## src/rtl/core/stt_pkg.sv

```systemverilog
// Shared types, constants and helper functions of the scene text tokenizer.
// Used by all modules in rtl/core; depends on nothing.
`default_nettype none

package stt_pkg;

  localparam int unsigned InDepth  = 2;
  localparam int unsigned ResDepth = 4;

  localparam logic [1:0] KIND_WORD    = 2'd0;
  localparam logic [1:0] KIND_STRING  = 2'd1;
  localparam logic [1:0] KIND_BRACKET = 2'd2;
  localparam logic [1:0] KIND_COMMENT = 2'd3;

  localparam logic [1:0] ERR_NONE    = 2'd0;
  localparam logic [1:0] ERR_EOI_STR = 2'd1;
  localparam logic [1:0] ERR_LF_STR  = 2'd2;
  localparam logic [1:0] ERR_ESCAPE  = 2'd3;

  localparam logic [7:0] CH_SPACE  = 8'h20;
  localparam logic [7:0] CH_TAB    = 8'h09;
  localparam logic [7:0] CH_CR     = 8'h0d;
  localparam logic [7:0] CH_LF     = 8'h0a;
  localparam logic [7:0] CH_FF     = 8'h0c;
  localparam logic [7:0] CH_BS     = 8'h08;
  localparam logic [7:0] CH_QUOTE  = 8'h22;
  localparam logic [7:0] CH_APOS   = 8'h27;
  localparam logic [7:0] CH_HASH   = 8'h23;
  localparam logic [7:0] CH_LBRACK = 8'h5b;
  localparam logic [7:0] CH_RBRACK = 8'h5d;
  localparam logic [7:0] CH_BSLASH = 8'h5c;
  localparam logic [7:0] CH_LOW_B  = 8'h62;
  localparam logic [7:0] CH_LOW_F  = 8'h66;
  localparam logic [7:0] CH_LOW_N  = 8'h6e;
  localparam logic [7:0] CH_LOW_R  = 8'h72;
  localparam logic [7:0] CH_LOW_T  = 8'h74;

  typedef enum logic [2:0] {
    MODE_IDLE    = 3'd0,
    MODE_WORD    = 3'd1,
    MODE_COMMENT = 3'd2,
    MODE_STRING  = 3'd3,
    MODE_ESCAPE  = 3'd4,
    MODE_FAULT   = 3'd5
  } scan_mode_t;

  typedef enum logic [2:0] {
    CL_OTHER   = 3'd0,
    CL_SPACE   = 3'd1,
    CL_CR      = 3'd2,
    CL_LF      = 3'd3,
    CL_QUOTE   = 3'd4,
    CL_BRACKET = 3'd5,
    CL_HASH    = 3'd6,
    CL_BSLASH  = 3'd7
  } char_class_t;

  typedef struct packed {
    logic [7:0] text_byte;
    logic       end_of_input;
  } in_item_t;

  typedef struct packed {
    logic [7:0] out_char;
    logic [1:0] token_kind;
    logic       token_first;
    logic       token_last;
    logic [1:0] error_code;
    logic       stream_done;
  } res_item_t;

  typedef struct packed {
    in_item_t    item;
    char_class_t cls;
  } cls_item_t;

  function automatic char_class_t classify(input logic [7:0] c);
    char_class_t cl;
    unique case (c) inside
      CH_SPACE, CH_TAB:       cl = CL_SPACE;
      CH_CR:                  cl = CL_CR;
      CH_LF:                  cl = CL_LF;
      CH_QUOTE:               cl = CL_QUOTE;
      CH_LBRACK, CH_RBRACK:   cl = CL_BRACKET;
      CH_HASH:                cl = CL_HASH;
      CH_BSLASH:              cl = CL_BSLASH;
      default:                cl = CL_OTHER;
    endcase
    return cl;
  endfunction

  // {valid, decoded char}
  function automatic logic [8:0] decode_escape(input logic [7:0] c);
    logic [8:0] d;
    unique case (c) inside
      CH_LOW_B:                       d = {1'b1, CH_BS};
      CH_LOW_F:                       d = {1'b1, CH_FF};
      CH_LOW_N:                       d = {1'b1, CH_LF};
      CH_LOW_R:                       d = {1'b1, CH_CR};
      CH_LOW_T:                       d = {1'b1, CH_TAB};
      CH_BSLASH, CH_APOS, CH_QUOTE:   d = {1'b1, c};
      default:                        d = 9'd0;
    endcase
    return d;
  endfunction

  function automatic res_item_t mk_res(input logic [7:0] ch, input logic [1:0] kind,
                                       input logic first, input logic last,
                                       input logic [1:0] err, input logic done);
    res_item_t r;
    r.out_char    = ch;
    r.token_kind  = kind;
    r.token_first = first;
    r.token_last  = last;
    r.error_code  = err;
    r.stream_done = done;
    return r;
  endfunction

endpackage

`default_nettype wire

```

## src/rtl/core/stt_classifier.sv

```systemverilog
// Front part: accepts text items, tags each byte with its character class
// and holds them in a two-entry queue. Depends on stt_pkg.
`default_nettype none

module stt_classifier (
  input  wire                  clk,
  input  wire                  rst_n,
  input  wire                  push,
  output logic                 full,
  input  stt_pkg::in_item_t    in_item,
  output logic                 head_valid,
  output stt_pkg::cls_item_t   head,
  input  wire                  take
);

  localparam int unsigned PtrW = $clog2(stt_pkg::InDepth);
  localparam int unsigned CntW = $clog2(stt_pkg::InDepth + 1);

  stt_pkg::cls_item_t mem_r [stt_pkg::InDepth];
  logic [PtrW-1:0] wptr_r, wptr_nxt, rptr_r, rptr_nxt;
  logic [CntW-1:0] count_r, count_nxt;
  logic do_push, do_take;

  assign full       = (count_r == CntW'(stt_pkg::InDepth));
  assign head_valid = (count_r != '0);
  assign head       = mem_r[rptr_r];
  assign do_push    = push && !full;
  assign do_take    = take && head_valid;

  always_comb begin
    wptr_nxt  = do_push ? PtrW'(wptr_r + 1'b1) : wptr_r;
    rptr_nxt  = do_take ? PtrW'(rptr_r + 1'b1) : rptr_r;
    count_nxt = count_r + CntW'(do_push) - CntW'(do_take);
  end

  always_ff @(posedge clk) begin
    if (!rst_n) begin
      wptr_r  <= '0;
      rptr_r  <= '0;
      count_r <= '0;
    end else begin
      wptr_r  <= wptr_nxt;
      rptr_r  <= rptr_nxt;
      count_r <= count_nxt;
    end
  end

  always_ff @(posedge clk) begin
    if (do_push) begin
      mem_r[wptr_r].item <= in_item;
      mem_r[wptr_r].cls  <= stt_pkg::classify(in_item.text_byte);
    end
  end

endmodule

`default_nettype wire

```

## src/rtl/core/stt_result_queue.sv

```systemverilog
// Result queue: takes up to two result words per cycle, hands out one.
// Depends on stt_pkg.
`default_nettype none

module stt_result_queue (
  input  wire                  clk,
  input  wire                  rst_n,
  input  wire                  wr0_valid,
  input  stt_pkg::res_item_t   wr0,
  input  wire                  wr1_valid,
  input  stt_pkg::res_item_t   wr1,
  output logic [$clog2(stt_pkg::ResDepth+1)-1:0] count,
  output logic                 empty,
  output stt_pkg::res_item_t   out_item,
  input  wire                  pop
);

  localparam int unsigned PtrW = $clog2(stt_pkg::ResDepth);
  localparam int unsigned CntW = $clog2(stt_pkg::ResDepth + 1);

  stt_pkg::res_item_t mem_r [stt_pkg::ResDepth];
  logic [PtrW-1:0] wptr_r, wptr_nxt, rptr_r, rptr_nxt, wptr1;
  logic [CntW-1:0] count_r, count_nxt;
  logic do_pop;

  assign count    = count_r;
  assign empty    = (count_r == '0);
  assign out_item = mem_r[rptr_r];
  assign do_pop   = pop && !empty;
  assign wptr1    = PtrW'(wptr_r + 1'b1);

  always_comb begin
    wptr_nxt  = PtrW'(wptr_r + PtrW'(wr0_valid) + PtrW'(wr1_valid));
    rptr_nxt  = do_pop ? PtrW'(rptr_r + 1'b1) : rptr_r;
    count_nxt = count_r + CntW'(wr0_valid) + CntW'(wr1_valid) - CntW'(do_pop);
  end

  always_ff @(posedge clk) begin
    if (!rst_n) begin
      wptr_r  <= '0;
      rptr_r  <= '0;
      count_r <= '0;
    end else begin
      wptr_r  <= wptr_nxt;
      rptr_r  <= rptr_nxt;
      count_r <= count_nxt;
    end
  end

  always_ff @(posedge clk) begin
    if (wr0_valid) begin
      mem_r[wptr_r] <= wr0;
    end
    if (wr1_valid) begin
      mem_r[wptr1] <= wr1;
    end
  end

endmodule

`default_nettype wire

```

## src/rtl/core/stt_scanner.sv

```systemverilog
// Back part: scan mode machine and held character; turns each classified
// item into zero to two result words. Depends on stt_pkg.
`default_nettype none

module stt_scanner (
  input  wire                  clk,
  input  wire                  rst_n,
  input  wire                  emit_comments,
  input  wire                  head_valid,
  input  stt_pkg::cls_item_t   head,
  input  wire                  room,
  output logic                 take,
  output logic                 wr0_valid,
  output stt_pkg::res_item_t   wr0,
  output logic                 wr1_valid,
  output stt_pkg::res_item_t   wr1
);

  stt_pkg::scan_mode_t mode_r, mode_nxt;
  logic [7:0] held_char_r, held_char_nxt;
  logic       held_first_r, held_first_nxt;
  logic       held_valid_r, held_valid_nxt;

  logic [7:0] c;
  stt_pkg::char_class_t cls;
  logic [8:0] esc;
  logic       eoi, term, line_end;
  logic       flush_ok;
  logic [1:0] flush_kind;
  stt_pkg::res_item_t st_res, ra, rb, done_res, err_res;
  logic       st_valid, st_hold, rav, rbv;
  stt_pkg::scan_mode_t st_mode;

  assign take       = head_valid && room;
  assign c          = head.item.text_byte;
  assign cls        = head.cls;
  assign eoi        = head.item.end_of_input;
  assign esc        = stt_pkg::decode_escape(c);
  assign term       = cls inside {stt_pkg::CL_SPACE, stt_pkg::CL_CR, stt_pkg::CL_LF,
                                  stt_pkg::CL_QUOTE, stt_pkg::CL_BRACKET};
  assign line_end   = (cls == stt_pkg::CL_CR) || (cls == stt_pkg::CL_LF);
  assign flush_ok   = held_valid_r &&
                      ((mode_r != stt_pkg::MODE_COMMENT) || emit_comments);
  assign flush_kind = (mode_r == stt_pkg::MODE_COMMENT) ? stt_pkg::KIND_COMMENT
                                                        : stt_pkg::KIND_WORD;
  assign done_res   = stt_pkg::mk_res(8'd0, stt_pkg::KIND_WORD, 1'b0, 1'b0,
                                      stt_pkg::ERR_NONE, 1'b1);

  // start of a new token from idle or after a word terminator
  always_comb begin
    st_res   = stt_pkg::mk_res(c, stt_pkg::KIND_WORD, 1'b1, 1'b0, stt_pkg::ERR_NONE, 1'b0);
    st_valid = 1'b0;
    st_hold  = 1'b0;
    case (cls) inside
      stt_pkg::CL_SPACE, stt_pkg::CL_CR, stt_pkg::CL_LF: begin
        st_mode = stt_pkg::MODE_IDLE;
      end
      stt_pkg::CL_QUOTE: begin
        st_mode  = stt_pkg::MODE_STRING;
        st_valid = 1'b1;
        st_res   = stt_pkg::mk_res(c, stt_pkg::KIND_STRING, 1'b1, 1'b0,
                                   stt_pkg::ERR_NONE, 1'b0);
      end
      stt_pkg::CL_BRACKET: begin
        st_mode  = stt_pkg::MODE_IDLE;
        st_valid = 1'b1;
        st_res   = stt_pkg::mk_res(c, stt_pkg::KIND_BRACKET, 1'b1, 1'b1,
                                   stt_pkg::ERR_NONE, 1'b0);
      end
      stt_pkg::CL_HASH: begin
        st_mode = stt_pkg::MODE_COMMENT;
        st_hold = 1'b1;
      end
      default: begin
        st_mode = stt_pkg::MODE_WORD;
        st_hold = 1'b1;
      end
    endcase
  end

  // next state
  always_comb begin
    mode_nxt = mode_r;
    if (take) begin
      if (eoi) begin
        mode_nxt = stt_pkg::MODE_IDLE;
      end else begin
        unique case (mode_r)
          stt_pkg::MODE_WORD: begin
            mode_nxt = term ? st_mode : stt_pkg::MODE_WORD;
          end
          stt_pkg::MODE_COMMENT: begin
            mode_nxt = line_end ? stt_pkg::MODE_IDLE : stt_pkg::MODE_COMMENT;
          end
          stt_pkg::MODE_STRING: begin
            case (cls)
              stt_pkg::CL_QUOTE:  mode_nxt = stt_pkg::MODE_IDLE;
              stt_pkg::CL_LF:     mode_nxt = stt_pkg::MODE_FAULT;
              stt_pkg::CL_BSLASH: mode_nxt = stt_pkg::MODE_ESCAPE;
              default:            mode_nxt = stt_pkg::MODE_STRING;
            endcase
          end
          stt_pkg::MODE_ESCAPE: begin
            mode_nxt = esc[8] ? stt_pkg::MODE_STRING : stt_pkg::MODE_FAULT;
          end
          stt_pkg::MODE_FAULT: begin
            mode_nxt = stt_pkg::MODE_FAULT;
          end
          default: begin
            mode_nxt = st_mode;
          end
        endcase
      end
    end
  end

  // results and held character
  always_comb begin
    held_char_nxt  = held_char_r;
    held_first_nxt = held_first_r;
    held_valid_nxt = held_valid_r;
    ra  = done_res;
    rb  = done_res;
    rav = 1'b0;
    rbv = 1'b0;
    err_res = stt_pkg::mk_res(8'd0, stt_pkg::KIND_WORD, 1'b0, 1'b0,
                              stt_pkg::ERR_NONE, 1'b0);
    if (take) begin
      if (eoi) begin
        held_valid_nxt = 1'b0;
        held_first_nxt = 1'b0;
        held_char_nxt  = 8'd0;
        rbv = 1'b1;
        unique case (mode_r) inside
          stt_pkg::MODE_WORD, stt_pkg::MODE_COMMENT: begin
            rav = flush_ok;
            ra  = stt_pkg::mk_res(held_char_r, flush_kind, held_first_r, 1'b1,
                                  stt_pkg::ERR_NONE, 1'b0);
          end
          stt_pkg::MODE_STRING, stt_pkg::MODE_ESCAPE: begin
            rav = 1'b1;
            err_res.error_code = stt_pkg::ERR_EOI_STR;
            ra  = err_res;
          end
          default: begin
            rav = 1'b0;
          end
        endcase
      end else begin
        unique case (mode_r) inside
          stt_pkg::MODE_WORD, stt_pkg::MODE_COMMENT: begin
            rav = flush_ok;
            if ((mode_r == stt_pkg::MODE_WORD) ? term : line_end) begin
              ra = stt_pkg::mk_res(held_char_r, flush_kind, held_first_r, 1'b1,
                                   stt_pkg::ERR_NONE, 1'b0);
              held_valid_nxt = 1'b0;
              held_first_nxt = 1'b0;
              held_char_nxt  = 8'd0;
              if (mode_r == stt_pkg::MODE_WORD) begin
                rbv = st_valid;
                rb  = st_res;
                if (st_hold) begin
                  held_char_nxt  = c;
                  held_first_nxt = 1'b1;
                  held_valid_nxt = 1'b1;
                end
              end
            end else begin
              ra = stt_pkg::mk_res(held_char_r, flush_kind, held_first_r, 1'b0,
                                   stt_pkg::ERR_NONE, 1'b0);
              held_char_nxt  = c;
              held_first_nxt = 1'b0;
              held_valid_nxt = 1'b1;
            end
          end
          stt_pkg::MODE_STRING: begin
            case (cls)
              stt_pkg::CL_QUOTE: begin
                rav = 1'b1;
                ra  = stt_pkg::mk_res(c, stt_pkg::KIND_STRING, 1'b0, 1'b1,
                                      stt_pkg::ERR_NONE, 1'b0);
              end
              stt_pkg::CL_LF: begin
                rav = 1'b1;
                err_res.error_code = stt_pkg::ERR_LF_STR;
                ra  = err_res;
              end
              stt_pkg::CL_BSLASH: begin
                rav = 1'b0;
              end
              default: begin
                rav = 1'b1;
                ra  = stt_pkg::mk_res(c, stt_pkg::KIND_STRING, 1'b0, 1'b0,
                                      stt_pkg::ERR_NONE, 1'b0);
              end
            endcase
          end
          stt_pkg::MODE_ESCAPE: begin
            rav = 1'b1;
            if (esc[8]) begin
              ra = stt_pkg::mk_res(esc[7:0], stt_pkg::KIND_STRING, 1'b0, 1'b0,
                                   stt_pkg::ERR_NONE, 1'b0);
            end else begin
              err_res.error_code = stt_pkg::ERR_ESCAPE;
              ra = err_res;
            end
          end
          stt_pkg::MODE_FAULT: begin
            rav = 1'b0;
          end
          default: begin
            rav = st_valid;
            ra  = st_res;
            if (st_hold) begin
              held_char_nxt  = c;
              held_first_nxt = 1'b1;
              held_valid_nxt = 1'b1;
            end
          end
        endcase
      end
    end
    // pack results toward the first write slot
    wr0_valid = rav || rbv;
    wr0       = rav ? ra : rb;
    wr1_valid = rav && rbv;
    wr1       = rb;
  end

  always_ff @(posedge clk) begin
    if (!rst_n) begin
      mode_r       <= stt_pkg::MODE_IDLE;
      held_char_r  <= 8'd0;
      held_first_r <= 1'b0;
      held_valid_r <= 1'b0;
    end else begin
      mode_r       <= mode_nxt;
      held_char_r  <= held_char_nxt;
      held_first_r <= held_first_nxt;
      held_valid_r <= held_valid_nxt;
    end
  end

endmodule

`default_nettype wire

```

## src/rtl/core/scene_text_tokenizer.sv

```systemverilog
// Top level of the scene text tokenizer: classifier front, scanner back and
// result queue. Depends on stt_pkg, stt_classifier, stt_scanner, stt_result_queue.
//
// Push one text byte (or an end-of-input mark) per cycle; each item gives
// zero, one or two result words (token characters with kind and first/last
// flags, error words, and a closing done word after end of input). The
// block sustains one item per cycle as long as the result side pops at least
// as many words as are produced; the result queue hands out one word per
// cycle, so an item that yields two words needs two pops. A result word
// shows on the result ports once the scanner, at the edge that takes its
// item from the two-entry input queue, has written its words into the
// four-entry result queue; it takes an item only when that queue has room
// for two words. The last character of a word or comment comes out only
// once the byte ending it arrives. The user must write emit_comments through
// the cfg port only while no text is in flight; the block does not enforce it.
`default_nettype none

module scene_text_tokenizer (
  input  wire                  clk,
  input  wire                  rst_n,
  input  wire                  push,
  output logic                 full,
  input  stt_pkg::in_item_t    in_item,
  output logic                 empty,
  output stt_pkg::res_item_t   out_item,
  input  wire                  pop,
  input  wire                  cfg_valid,
  output logic                 cfg_ready,
  input  wire                  cfg_data
);

  localparam int unsigned CntW = $clog2(stt_pkg::ResDepth + 1);

  logic emit_r, emit_nxt;
  logic head_valid, take, room;
  stt_pkg::cls_item_t head;
  logic wr0_valid, wr1_valid;
  stt_pkg::res_item_t wr0, wr1;
  logic [CntW-1:0] resq_count;

  assign cfg_ready = 1'b1;
  assign emit_nxt  = (cfg_valid && cfg_ready) ? cfg_data : emit_r;

  always_ff @(posedge clk) begin
    if (!rst_n) begin
      emit_r <= 1'b0;
    end else begin
      emit_r <= emit_nxt;
    end
  end

  stt_classifier u_front (
    .clk        (clk),
    .rst_n      (rst_n),
    .push       (push),
    .full       (full),
    .in_item    (in_item),
    .head_valid (head_valid),
    .head       (head),
    .take       (take)
  );

  assign room = (resq_count <= CntW'(stt_pkg::ResDepth - 2));

  stt_scanner u_back (
    .clk           (clk),
    .rst_n         (rst_n),
    .emit_comments (emit_r),
    .head_valid    (head_valid),
    .head          (head),
    .room          (room),
    .take          (take),
    .wr0_valid     (wr0_valid),
    .wr0           (wr0),
    .wr1_valid     (wr1_valid),
    .wr1           (wr1)
  );

  stt_result_queue u_resq (
    .clk       (clk),
    .rst_n     (rst_n),
    .wr0_valid (wr0_valid),
    .wr0       (wr0),
    .wr1_valid (wr1_valid),
    .wr1       (wr1),
    .count     (resq_count),
    .empty     (empty),
    .out_item  (out_item),
    .pop       (pop)
  );

  a_queue_bound: assert property (@(posedge clk) disable iff (!rst_n)
    resq_count <= CntW'(stt_pkg::ResDepth))
    else $error("result queue overflow");

  a_fire_room: assert property (@(posedge clk) disable iff (!rst_n)
    take |-> resq_count <= CntW'(stt_pkg::ResDepth - 2))
    else $error("scanner fired without room for two words");

  a_second_needs_first: assert property (@(posedge clk) disable iff (!rst_n)
    wr1_valid |-> wr0_valid)
    else $error("second result word written without the first");

  a_done_clean: assert property (@(posedge clk) disable iff (!rst_n)
    (!empty && out_item.stream_done) |->
      (out_item.error_code == stt_pkg::ERR_NONE && out_item.out_char == 8'd0))
    else $error("done word carries data");

  a_reset_empty: assert property (@(posedge clk) !rst_n |=> empty)
    else $error("result queue not empty after reset");

endmodule

`default_nettype wire

```

## config.mk

```make
export PLATFORM = sky130hd
export DESIGN_NAME = scene_text_tokenizer
export DESIGN_NICKNAME = d
export VERILOG_FILES = /design/src/rtl/core/stt_pkg.sv /design/src/rtl/core/stt_classifier.sv /design/src/rtl/core/stt_result_queue.sv /design/src/rtl/core/stt_scanner.sv /design/src/rtl/core/scene_text_tokenizer.sv
export SDC_FILE = /design/constraint.sdc
export NUM_CORES = 1
export LEC_CHECK = 0
export BUFFER_PORTS_ARGS = -buffer_cell sky130_fd_sc_hd__buf_2
export CAP_MARGIN = 20
export CORE_MARGIN = 2
export CORE_UTILIZATION = 56
export CTS_CLUSTER_DIAMETER = 40
export DETAILED_ROUTE_END_ITERATION = 7
export PLACE_DENSITY = 0.76
export REMOVE_ABC_BUFFERS = 1
export SLEW_MARGIN = 20
export SYNTH_ARGS = -nofsm -noshare
export SYNTH_HDL_FRONTEND = slang
export SYNTH_SLANG_ARGS = --single-unit
```

## constraint.sdc

```tcl
create_clock -name clk -period 3 [get_ports clk]
set_clock_uncertainty 0.1 [all_clocks]
set_input_delay 0.3 -clock clk [delete_from_list [all_inputs] [get_ports clk]]
set_output_delay 0.3 -clock clk [all_outputs]
set_load 0.05 [all_outputs]
```

==> impl_metrics.yaml <==
sta:
  slew_viol_final: 0
  rsz0062_at_grt: "true"
  setup_viol: 0
  hold_ws_ns: 0.0316
  layout_min_cycle_time_ns: 2.94
  tightest_slew_ns: 0.880
  relSlewSlack_pct: 41.3
  min_period_over_period_pct: 97.9
  hold_viol: 0
  fmax_mhz: 340
clock_tree:
  cts_sinks: 112
  cts_tree: "built"
  cts_buffer_depth: 2
  numCtsBuffers: 9
  post_cts_buffers: 0
  clock_latency_ns: 0.35
  cts_root_buf: "clkbuf_16"
  clkSlewWorstSetupHoldPaths_ns: 0.08
  htreeDepth: 3
route:
  vias: 5275
  drt_iter0_markers: 479
  avgRoutedWirePerCell_um: 20.4
  route.detailed.drc: 0
  viasPerCell: 6.55
  postRouteAntennaNets: 0
  drt_first_pass_iters: 5
  wl_mm: 16.4
floorplan:
  rows: 39
  die-area_um2: 12300
  die_y_um: 111
  core_um2: 11300
  ios: 33
  initial_utilization_pct: 56.7
  die_w_um: 111
grt:
  grt_use_met2_pct: 43.2
  met3_usage_pct: 3.88
  grt_pass1_wl_mm: 26.4
  antenna_found_initial: 0
  first_global_vias: 5069
  met1_usage_pct: 36.4
  overflow: 0
  grt_max_degree: 38
  grt_usage_pct: 26.9
  grt.busiest_layer: "met2"
finish:
  drive_gt1_share_pct: 21.9
  layout_commonest_cell: "edfxtp_1"
  num_antenna_cells: 0
  nets: 679
  nFillCells: 876
  layout_common_cells: "edfxtp_1 (76), nand2_1 (46), buf_4 (44), nor2_1 (43), o22ai_1 (43)"
  syn2layout_area_growth_pct: 13.7
placement:
  place.gp.congestion: 0.961
  dp_hpwl_mm: 12.0
  io_buffers: 31
worst_hold_path:
  min_path_cells: 1
  hp-start: "in_item[0]"
  hold_path_class: "input pin to register"
  hold_end: "u_front.mem_r[1][3]"
worst_setup_path:
  cp.arrival_ns: 3.08
  r2r-start: "u_front.mem_r[1][1]"
  rrSetupSlack_ns: 0.06
  crit_fanout: 4
  r2r-end: "u_resq.count[1]"
  rr_worst_depth: 11
  endpoint_kind: "register"
  startpoint_type: "register"
  cp.required_ns: 3.14
  path_class: "register to register"
synthesis:
  netlist.area_leader.share_pct: 35.6
  synth_area_um2: 6420
  avgSynthCellArea_um2: 10.7
  yosysUniqueCellTypes: 81
  synth_area_leaders: "edfxtp_1 (36%), dfxtp_1 (11%), mux4_2 (5.3%)"
  postSynthCellCount: 600
  ys.flop_type: "edfxtp_1"
  yosysSeqAreaShare_pct: 46.8
  synth_top_cell_by_area: "edfxtp_1"
  synth-async-reset-ratio_pct: 0
  synth-edff-count: 76
  synth_seq_cells: 112
  synth_warnings: 0
pwr:
  intPower_w: 0.00359
  switchingPower_w: 0.00242
  powerDensity_nw_per_um2: 824
  p_leak_nw: 2.58
  power_frac_seq_pct: 33.6
  power_w: 0.00601
  switching_share_pct: 40.2
  clkPwrFrac_pct: 20.7
  vdd_drop_max_v: 0.000524
  combPwrFrac_pct: 45.7
run_status:
  status: "complete, no violations"
flow_run:
  drv_cap: 0
## state kept, by name, summed over array words and instances (netlist names), named ones only
name and count:
u_front.rptr_r 1, u_back.held_first_r 1, u_resq.wptr_r 2, u_resq.mem_r 60, u_resq.count 3, u_front.wptr_r 1, u_back.held_valid_r 1, u_front.mem_r 24
u_back.held_char_r 8, u_resq.rptr_r 2, u_back.mode_r 3, emit_r 1, u_front.count_r 2
## cell usage after synthesis, types with 5 or more instances
cell type and count:
a211oi_1 5, a21o_1 6, a21oi_1 27, a31oi_1 6
a32o_1 5, and2_1 17, buf_2 10, clkbuf_1 15
dfxtp_1 36, edfxtp_1 76, inv_1 25, mux2_2 9
mux2i_1 12, mux4_2 15, nand2_1 46, nand2b_1 6
nand3_1 12, nor2_1 44, nor2b_1 7, nor3_1 14
nor3b_1 5, o211ai_1 6, o21ai_0 19, o22ai_1 43
o2bb2ai_1 13, or3_1 5, xnor2_1 10
## layer usage
| layer | vias up | wire [um] |
|---|---|---|
| met4 | 0 | 643 |
| li1 | 2445 | - |
| met2 | 280 | 7770 |
| met3 | 53 | 1200 |
| met5 | - | 0 |
| met1 | 2497 | 6790 |
## critical path, stage by stage, from the launching register on
cell	delay (ns)
edfxtp_1	0.43
nor4bb_1	0.31
a31oi_1	0.15
o221ai_2	0.25
o21ai_2	0.10
nor2_2	0.14
inv_1	0.06
ha_1	0.30
fa_1	0.36
inv_1	0.07
fa_1	0.40
and2_1	0.17
## through the flow
step | TNS (ns) | util (%) | cells | setup WS (ns) | cell area [um^2]
floorplan | -42.09 | - | 568 | -1.10 | 6250
global placement | 0 | 61.6 | 789 | 0.0580 | 6980
detailed placement | -0.00382 | 61.6 | 789 | -0.00382 | 6980
CTS | 0 | 64.4 | 805 | 0.0141 | 7290
global route | -0.0959 | 64.4 | 805 | -0.0959 | 7290
finish | 0 | 64.4 | 805 | 0.0619 | 7290
## worst max-delay path by stage
stage	slack (ns)	depth (start not counted)	startpoint	endpoint
2_1_floorplan	-1.10	11	register	u_resq.count[1]
3_3_place_gp	0.06	11	u_front.mem_r[1][1]	u_resq.count[1]
3_5_place_dp	-0.004	11	u_front.mem_r[1][1]	u_resq.count[1]
4_1_cts	0.01	11	u_front.mem_r[1][1]	u_resq.count[1]
5_1_grt	-0.1	11	u_front.mem_r[1][1]	u_resq.count[1]
6_report	0.06	11	u_front.mem_r[1][1]	u_resq.count[1]
## kinds of logic after synthesis
| logic type | Yosys count | share of synthesized area (%) |
|---|---|---|
| AND/OR/NAND/NOR | 186 | 15.2 |
| flip-flops | 112 | 46.8 |
| multiplexers | 39 | 9.65 |
| XOR/XNOR | 12 | 1.64 |
| other | 1 | 0.0584 |
| adder cells (fa/ha/maj) | 7 | 1.72 |
| AO/OA/AOI/OAI | 186 | 20.9 |
| buffers and inverters | 57 | 4.00 |
## power groups by stage
stage               Clock (W)  Sequential (W)  Combinational (W)
floorplan                   0         0.00213            0.00176
global placement            0         0.00204            0.00269
detailed placement          0         0.00205            0.00272
CTS                   0.00125         0.00202            0.00273
global route          0.00132         0.00204            0.00298
finish                0.00124         0.00202            0.00275
## layout make-up
cell class / count / area [um^2] / share of cell area [%]
Clock buffer: 11 / 243 / 3.33
Clock inverter: 5 / 63.8 / 0.875
Inverter: 25 / 93.8 / 1.29
Multi-Input combinational cell: 431 / 3160 / 43.4
Sequential cell: 112 / 3000 / 41.2
Tap cell: 143 / 179 / 2.45
Timing Repair Buffer: 78 / 546 / 7.48
## repair_timing
action | in CTS | in global routing
hold buffers | 0 | 0
resized for setup | 0 | 4
pin swaps | 1 | 1
hold endpoints to repair | 0 | 0
endpoints found under the setup margin | 1 | 23
(Power assumes the default switching activity.)
